`config.mk`:
```
export PLATFORM = sky130hd
export DESIGN_NAME = imu_frame_sync_checksum_core_flat
export DESIGN_NICKNAME = d
export VERILOG_FILES = /design/src/sv/ifsc_pkg.sv /design/src/sv/ifsc_byte_if.sv /design/src/sv/ifsc_word_if.sv /design/src/sv/imu_frame_sync_checksum_core.sv /design/src/flat_wrapper.sv
export SDC_FILE = /design/constraint.sdc
export NUM_CORES = 1
export LEC_CHECK = 0
export ABC_AREA = 1
export BUFFER_PORTS_ARGS = -buffer_cell sky130_fd_sc_hd__clkbuf_2
export CORE_ASPECT_RATIO = 1.25
export CORE_MARGIN = 3
export CORE_UTILIZATION = 45
export DETAILED_ROUTE_END_ITERATION = 10
export MAX_ROUTING_LAYER = met4
export SLEW_MARGIN = 0
export SYNTH_ARGS = -nofsm -noshare
export SYNTH_HDL_FRONTEND = slang
export SYNTH_SLANG_ARGS = --single-unit
```
`constraint.sdc`:
```
create_clock -name clk -period 5.47 [get_ports clk]
set_input_delay 0.8205 -clock clk [delete_from_list [all_inputs] [get_ports clk]]
set_output_delay 0.8205 -clock clk [all_outputs]
set_load 0.1 [all_outputs]
```
`src/sv/ifsc_pkg.sv`:
```
// ----------------------------------------------------------------------------
// ifsc_pkg
// Widths shared by the frame sync and checksum core and its channel
// interfaces, and the reset value of the core's sync word.
// ----------------------------------------------------------------------------
package ifsc_pkg;

	localparam int unsigned BYTE_W  = 8;
	localparam int unsigned WORD_W  = 16;
	localparam int unsigned INDEX_W = 6;
	localparam int unsigned TOTAL_W = 32;

	localparam logic [WORD_W-1:0] SYNC_RESET = 16'h55AA;

	typedef logic [BYTE_W-1:0]         byte_t;
	typedef logic signed [WORD_W-1:0]  word_t;
	typedef logic [INDEX_W-1:0]        index_t;
	typedef logic [TOTAL_W-1:0]        total_t;

endpackage

```
`src/sv/ifsc_byte_if.sv`:
```
// ----------------------------------------------------------------------------
// ifsc_byte_if
// Valid/ready channel that carries one received byte per transaction.
// ----------------------------------------------------------------------------
interface ifsc_byte_if;
	import ifsc_pkg::*;

	logic  valid;
	logic  ready;
	byte_t rx_byte;

	modport source (output valid, output rx_byte, input ready);
	modport sink   (input valid, input rx_byte, output ready);

endinterface

```
`src/sv/ifsc_word_if.sv`:
```
// ----------------------------------------------------------------------------
// ifsc_word_if
// Valid/ready channel that carries one decoded frame word per transaction,
// with its index, frame end flag, checksum status and message total.
// ----------------------------------------------------------------------------
interface ifsc_word_if;
	import ifsc_pkg::*;

	logic   valid;
	logic   ready;
	word_t  word_value;
	index_t word_index;
	logic   frame_end;
	logic   checksum_ok;
	total_t message_total;

	modport source (output valid, output word_value, output word_index,
		output frame_end, output checksum_ok, output message_total, input ready);
	modport sink   (input valid, input word_value, input word_index,
		input frame_end, input checksum_ok, input message_total, output ready);

endinterface

```
`src/sv/imu_frame_sync_checksum_core.sv`:
```
// ----------------------------------------------------------------------------
// imu_frame_sync_checksum_core
// Sync word framer for a sensor byte stream with a 16-bit checksum check.
// ----------------------------------------------------------------------------
// The core takes one byte per transaction on rx and, when rx is not stalled,
// accepts one byte per clock: each byte is handled in the cycle it is
// accepted and any word it completes lands in the result register in the
// following cycle, from which res takes it. rx stalls only while the result
// register holds a word that res has not taken. The core hunts for the sync
// word (high byte first; a wrong low byte is consumed and hunting restarts),
// then emits every big-endian word of a FRAME_BYTES frame with its index,
// word 0 being the sync word. The final word is the checksum: the frame is
// good when it equals the negated 16-bit sum of all earlier words. On a good
// frame message_total grows by the absolute difference of the magnitudes of
// word 1 and word 1 of the previous good frame. sync_word is written through
// cfg_we/cfg_wdata and should only change while the core is idle.
// ----------------------------------------------------------------------------
module imu_frame_sync_checksum_core #(
	parameter int unsigned FRAME_BYTES = 68
) (
	input  logic                   clk,
	input  logic                   arst_n,
	ifsc_byte_if.sink              rx,
	ifsc_word_if.source            res,
	input  logic                   cfg_we,
	input  logic [ifsc_pkg::WORD_W-1:0] cfg_wdata
);
	import ifsc_pkg::*;

	localparam int unsigned WORD_COUNT = FRAME_BYTES / 2;
	localparam int unsigned IDX_W      = $clog2(WORD_COUNT);
	localparam logic [IDX_W-1:0] LAST_WORD = IDX_W'(WORD_COUNT - 1);
	localparam logic [INDEX_W-1:0] LAST_INDEX = INDEX_W'(WORD_COUNT - 1);

	typedef enum logic [1:0] {
		HUNT_HI,
		HUNT_LO,
		COLLECT
	} state_t;

	state_t                 state_q;
	logic [WORD_W-1:0]      sync_q;
	logic                   lo_q;
	logic [IDX_W-1:0]       idx_q;
	logic [BYTE_W-1:0]      hi_q;
	logic [WORD_W-1:0]      sum_q;
	logic [WORD_W-1:0]      cnt_word_q;
	logic [WORD_W-1:0]      prev_word_q;
	total_t                 total_q;

	logic                   out_valid_q;
	word_t                  out_word_q;
	index_t                 out_index_q;
	logic                   out_end_q;
	logic                   out_ok_q;
	total_t                 out_total_q;

	logic                   accept;
	logic                   emit;
	logic [WORD_W-1:0]      word_cat;
	logic [WORD_W:0]        mag_cur;
	logic [WORD_W:0]        mag_prev;
	logic [WORD_W:0]        mag_diff;
	logic                   chk_ok;
	total_t                 total_good;
	logic [IDX_W+INDEX_W-1:0] idx_ext;

	assign rx.ready = !out_valid_q || res.ready;
	assign accept   = rx.valid && rx.ready;

	always_comb begin
		word_cat   = {hi_q, rx.rx_byte};
		// a transaction that completes a word or the sync word fills the result register
		emit       = accept && ((state_q == HUNT_LO && rx.rx_byte == sync_q[BYTE_W-1:0])
			|| (state_q == COLLECT && lo_q));
		mag_cur    = cnt_word_q[WORD_W-1] ? ((WORD_W+1)'(1) << WORD_W) - {1'b0, cnt_word_q}
			: {1'b0, cnt_word_q};
		mag_prev   = prev_word_q[WORD_W-1] ? ((WORD_W+1)'(1) << WORD_W) - {1'b0, prev_word_q}
			: {1'b0, prev_word_q};
		mag_diff   = (mag_cur >= mag_prev) ? mag_cur - mag_prev : mag_prev - mag_cur;
		chk_ok     = (WORD_W'(-sum_q) == word_cat);
		total_good = total_q + TOTAL_W'(mag_diff);
		idx_ext    = {{INDEX_W{1'b0}}, idx_q};
	end

	always_ff @(posedge clk or negedge arst_n) begin
		if (!arst_n) begin
			state_q     <= HUNT_HI;
			sync_q      <= SYNC_RESET;
			lo_q        <= 1'b0;
			idx_q       <= '0;
			hi_q        <= '0;
			sum_q       <= '0;
			cnt_word_q  <= '0;
			prev_word_q <= '0;
			total_q     <= '0;
			out_valid_q <= 1'b0;
			out_word_q  <= '0;
			out_index_q <= '0;
			out_end_q   <= 1'b0;
			out_ok_q    <= 1'b0;
			out_total_q <= '0;
		end else begin
			if (cfg_we) begin
				sync_q <= cfg_wdata;
			end
			if (emit) begin
				out_valid_q <= 1'b1;
			end else if (res.ready) begin
				out_valid_q <= 1'b0;
			end
			if (accept) begin
				case (state_q)
					HUNT_HI: begin
						if (rx.rx_byte == sync_q[WORD_W-1:BYTE_W]) begin
							state_q <= HUNT_LO;
						end
					end
					HUNT_LO: begin
						if (rx.rx_byte != sync_q[BYTE_W-1:0]) begin
							state_q <= HUNT_HI;
						end else begin
							state_q     <= COLLECT;
							lo_q        <= 1'b0;
							idx_q       <= IDX_W'(1);
							sum_q       <= sync_q;
							cnt_word_q  <= '0;
							out_word_q  <= sync_q;
							out_index_q <= '0;
							out_end_q   <= 1'b0;
							out_ok_q    <= 1'b0;
							out_total_q <= total_q;
						end
					end
					COLLECT: begin
						if (!lo_q) begin
							// hold the high byte until its partner arrives
							hi_q <= rx.rx_byte;
							lo_q <= 1'b1;
						end else begin
							lo_q        <= 1'b0;
							out_word_q  <= word_cat;
							out_index_q <= idx_ext[INDEX_W-1:0];
							if (idx_q != LAST_WORD) begin
								sum_q       <= sum_q + word_cat;
								idx_q       <= idx_q + IDX_W'(1);
								out_end_q   <= 1'b0;
								out_ok_q    <= 1'b0;
								out_total_q <= total_q;
								if (idx_q == IDX_W'(1)) begin
									cnt_word_q <= word_cat;
								end
							end else begin
								// checksum word: settle the frame and go back to hunting
								state_q   <= HUNT_HI;
								out_end_q <= 1'b1;
								out_ok_q  <= chk_ok;
								if (chk_ok) begin
									total_q     <= total_good;
									prev_word_q <= cnt_word_q;
									out_total_q <= total_good;
								end else begin
									out_total_q <= total_q;
								end
							end
						end
					end
					default: begin
						state_q <= HUNT_HI;
					end
				endcase
			end
		end
	end

	assign res.valid         = out_valid_q;
	assign res.word_value    = out_word_q;
	assign res.word_index    = out_index_q;
	assign res.frame_end     = out_end_q;
	assign res.checksum_ok   = out_ok_q;
	assign res.message_total = out_total_q;

`ifndef SYNTH
	a_ok_only_at_end: assert property (@(posedge clk) disable iff (!arst_n)
		res.valid && res.checksum_ok |-> res.frame_end)
		else $error("checksum_ok raised on a word that does not end the frame");

	a_end_index: assert property (@(posedge clk) disable iff (!arst_n)
		res.valid && res.frame_end |-> res.word_index == LAST_INDEX)
		else $error("frame end reported on a word other than the last");

	a_end_rehunt: assert property (@(posedge clk) disable iff (!arst_n)
		accept && state_q == COLLECT && lo_q && idx_q == LAST_WORD |=> state_q == HUNT_HI)
		else $error("hunting did not restart after the checksum word");

	a_total_on_good: assert property (@(posedge clk) disable iff (!arst_n)
		total_q != $past(total_q) |-> $past(accept && state_q == COLLECT && lo_q
			&& idx_q == LAST_WORD && chk_ok))
		else $error("message total moved without a good frame");

	a_sync_word_zero: assert property (@(posedge clk) disable iff (!arst_n)
		accept && state_q == HUNT_LO && rx.rx_byte == sync_q[BYTE_W-1:0]
		|=> out_valid_q && out_index_q == '0 && !out_end_q)
		else $error("sync word not presented as word zero");
`endif

endmodule
```
`src/flat_wrapper.sv`:
```
// flat-port wrapper written by rule: the top's interface ports become plain ports
module imu_frame_sync_checksum_core_flat import ifsc_pkg::*;
#(
	parameter int unsigned FRAME_BYTES = 68
)
  (clk, arst_n, cfg_we, cfg_wdata, rx_valid, rx_rx_byte, rx_ready, res_valid, res_word_value, res_word_index, res_frame_end, res_checksum_ok, res_message_total, res_ready);
  ifsc_byte_if rx_i ();
  ifsc_word_if res_i ();
  input  logic clk;
  input  logic arst_n;
  input  logic cfg_we;
  input  logic [ifsc_pkg::WORD_W-1:0] cfg_wdata;
  input wire logic [$bits(rx_i.valid)-1:0] rx_valid;
  input wire logic [$bits(rx_i.rx_byte)-1:0] rx_rx_byte;
  output wire logic [$bits(rx_i.ready)-1:0] rx_ready;
  output wire logic [$bits(res_i.valid)-1:0] res_valid;
  output wire logic [$bits(res_i.word_value)-1:0] res_word_value;
  output wire logic [$bits(res_i.word_index)-1:0] res_word_index;
  output wire logic [$bits(res_i.frame_end)-1:0] res_frame_end;
  output wire logic [$bits(res_i.checksum_ok)-1:0] res_checksum_ok;
  output wire logic [$bits(res_i.message_total)-1:0] res_message_total;
  input wire logic [$bits(res_i.ready)-1:0] res_ready;
  assign rx_i.valid = rx_valid;
  assign rx_i.rx_byte = rx_rx_byte;
  assign rx_ready = rx_i.ready;
  assign res_valid = res_i.valid;
  assign res_word_value = res_i.word_value;
  assign res_word_index = res_i.word_index;
  assign res_frame_end = res_i.frame_end;
  assign res_checksum_ok = res_i.checksum_ok;
  assign res_message_total = res_i.message_total;
  assign res_i.ready = res_ready;
  imu_frame_sync_checksum_core #(.FRAME_BYTES(FRAME_BYTES)) u_core (.clk(clk), .arst_n(arst_n), .rx(rx_i), .res(res_i), .cfg_we(cfg_we), .cfg_wdata(cfg_wdata));
endmodule
```
==> metrics.txt <==
status completed; final period utilization 0.939; WL final 40100 um; GPL Wtd Cong 0.973; Buf/Inv on CP 9; Filler Cells Inserted 2875; CP Class reg -> reg; CP delay by family, top simple AND/OR/NAND/NOR gates; CP required 5.85 ns; dpl hpwl 30800 um; DR vias/cell 5.32; # nets final 2150; Clock Pin Slew Worst Setup and Hold Paths 0.07 ns; RSZ-0062 raised after global routing true; Global Route Usage Sum 0.266; ys async rst share 1.00; Setup WS pre-CTS -0.0212 ns; most frequent cells in the layout 583 x nand2_1, 237 x inv_1, 162 x dfrtp_1; die width 158 um; global-route wire length before repair 64100 um; Clock Latency Late Sink 0.45 ns; initial antenna violation count 0; Pins Over Slew Limit 0; Max clock buf depth 2; final clock skew 0.0140 ns; cts bufs inserted 17; Final ANT Viol Nets 0; Main synth FF type dfrtp_1; Crit Path Max Fanout 5; Seq/Total Area, Yosys 0.326; Initial DRC Count 888; DIE AREA 31100 um^2; post-layout utilization of the core 0.539; final hold violation count 0; P&R area growth vs syn 17.5%; Via Count 12.8k; area of the multi-input gates 8090 um^2; Yosys top cell by area dfrtp_1; Critical Path Start u_core.prev_word_q[0]; CTS sink cnt 170; placed cell count 2374; register area 4260 um^2; Pre-antenna DRT Iters 7; initial core utilization 0.459; Die Y-Extent 197 um; #FFs+latches synth 170; I/O pins 87; H-tree Lvls 4; Post-Syn Area per Cell 6.78 um^2; worst flop-to-flop path startpoint u_core.prev_word_q[0]; CTS tree yes; Mapped Nets 2030; Worst Path Arrival 5.52 ns; Tmin final 5.13 ns; synth unique cells 49; dominant cells by area after synthesis dfrtp_1 31%, nand2_1 17%, inv_1 6.9%, ha_1 6.7%, xor2_1 4.5%; WL/cell 16.6 um; DRC viols 0; most common cell after layout, fill and taps aside nand2_1; final std cell area, no fill 15400 um^2; Setup crit start kind flip-flop; Worst-Margin Slew 1.11 ns; number of diodes 0; Syn Std Cell Area 13100 um^2; placed standard-cell area 14200 um^2; grt ovf 0; Worst path slowest cell dfrtp_1; Hold-fix buffers, CTS 0; core region area 28500 um^2; CP endpoint kind flip-flop; port buffer count 86; Yosys top cell area share 0.310; Rel. slew slack 0.259; Root Buffer clkbuf_16; largest net degree at the start of global routing 93; fin worst setup slack 0.336 ns; Non-Filler Instances 2415; synthesis warning total 0; Setup Viol. Count Final 0; Post-synth EDFFs 0; Worst path max stage delay 0.39 ns; vias in the first global route 12.2k; Synth Instances 1927; f_max 195 MHz; row count 69; max_cap viols 0; worst hold path class in -> async; layout cell share with drive strength beyond 1 0.175
[layer usage]
metal,routed length [um],up-vias,GRT usage
met5,0,-,-
met4,1050,0,0.0838
met3,1560,71,0.0292
met2,19600,312,0.431
met1,17900,6033,0.352
li1,-,6425,-
[synth_stat cells (8+ instances only)]
cell,count
o21ai_0,116
nor3_1,18
dfrtp_1,162
ha_1,70
o21bai_1,14
nor2_1,150
dfstp_2,8
xor2_1,67
nand2_1,605
or2_2,12
nand4_1,30
buf_2,19
o21ai_1,16
a21oi_1,104
nand2_2,10
xnor2_1,15
nand3_1,104
o21ai_2,9
clkbuf_1,33
a31oi_1,44
inv_1,241
[logic make-up after synthesis]
| group | share of synthesized area |
|---|---|
| adders and majority gates | 0.0731 |
| other | 0.000575 |
| DFF | 0.326 |
| AOI/OAI and AO/OA | 0.143 |
| buffers and inverters | 0.0934 |
| muxes | 0.00335 |
| and+or+nand+nor | 0.305 |
| xor gates and xnor gates | 0.0549 |
[per-stage QoR]
| step | hold slack [ns] | TNS [ns] |
|---|---|---|
| 6_report | 0.380 | 0 |
| 5_1_grt | 0.440 | -0.410 |
| 4_1_cts | 0.422 | 0 |
| 3_5_place_dp | 0.463 | -0.0344 |
| 3_3_place_gp | 0.466 | 0 |
| 2_1_floorplan | 0.470 | 0 |
[flip-flops by register name (all words and copies together) (netlist names), 2 cells and up]
register	cells
u_core.idx_q	6
u_core.state_q	2
u_core.hi_q	8
u_core.total_q	32
u_core.res.word_index	6
u_core.sum_q	16
u_core.cnt_word_q	16
u_core.res.word_value	16
u_core.sync_q	16
u_core.res.message_total	32
u_core.prev_word_q	16
[layout make-up]
type	count	area share
repair buffers	163	0.0676
flip-flops and latches	170	0.278
inverters	246	0.0601
well taps	355	0.0289
clock inverters	15	0.0111
clock buffers	17	0.0277
multi-input cells	1449	0.527
[worst paths after layout]
path | endpoint | depth (start not counted) | slack (ns)
min in group clk | u_core.res.message_total[29] | 2 | 0.48
setup / recovery | u_core.res.message_total[13] | 31 | 0.34
setup reg to reg | u_core.res.message_total[13] | 31 | 0.34
hold reg to reg | u_core.res.message_total[29] | 2 | 0.48
hold / removal | u_core.res.message_total[6] | 1 | 0.38
max in group asynchronous | u_core.prev_word_q[4] | 2 | 4.11
[repair_timing]
action | 4_1_cts | 5_1_grt
pin swaps | 0 | 20
endpoints found under the setup margin | 9 | 52
resized for setup | 1 | 127
setup buffers | 0 | 8
gates cloned | 0 | 1
Power is left out: the tool's default activity adds up to more than one toggle a clock period on the data nets, which glitch-free logic cannot reach.
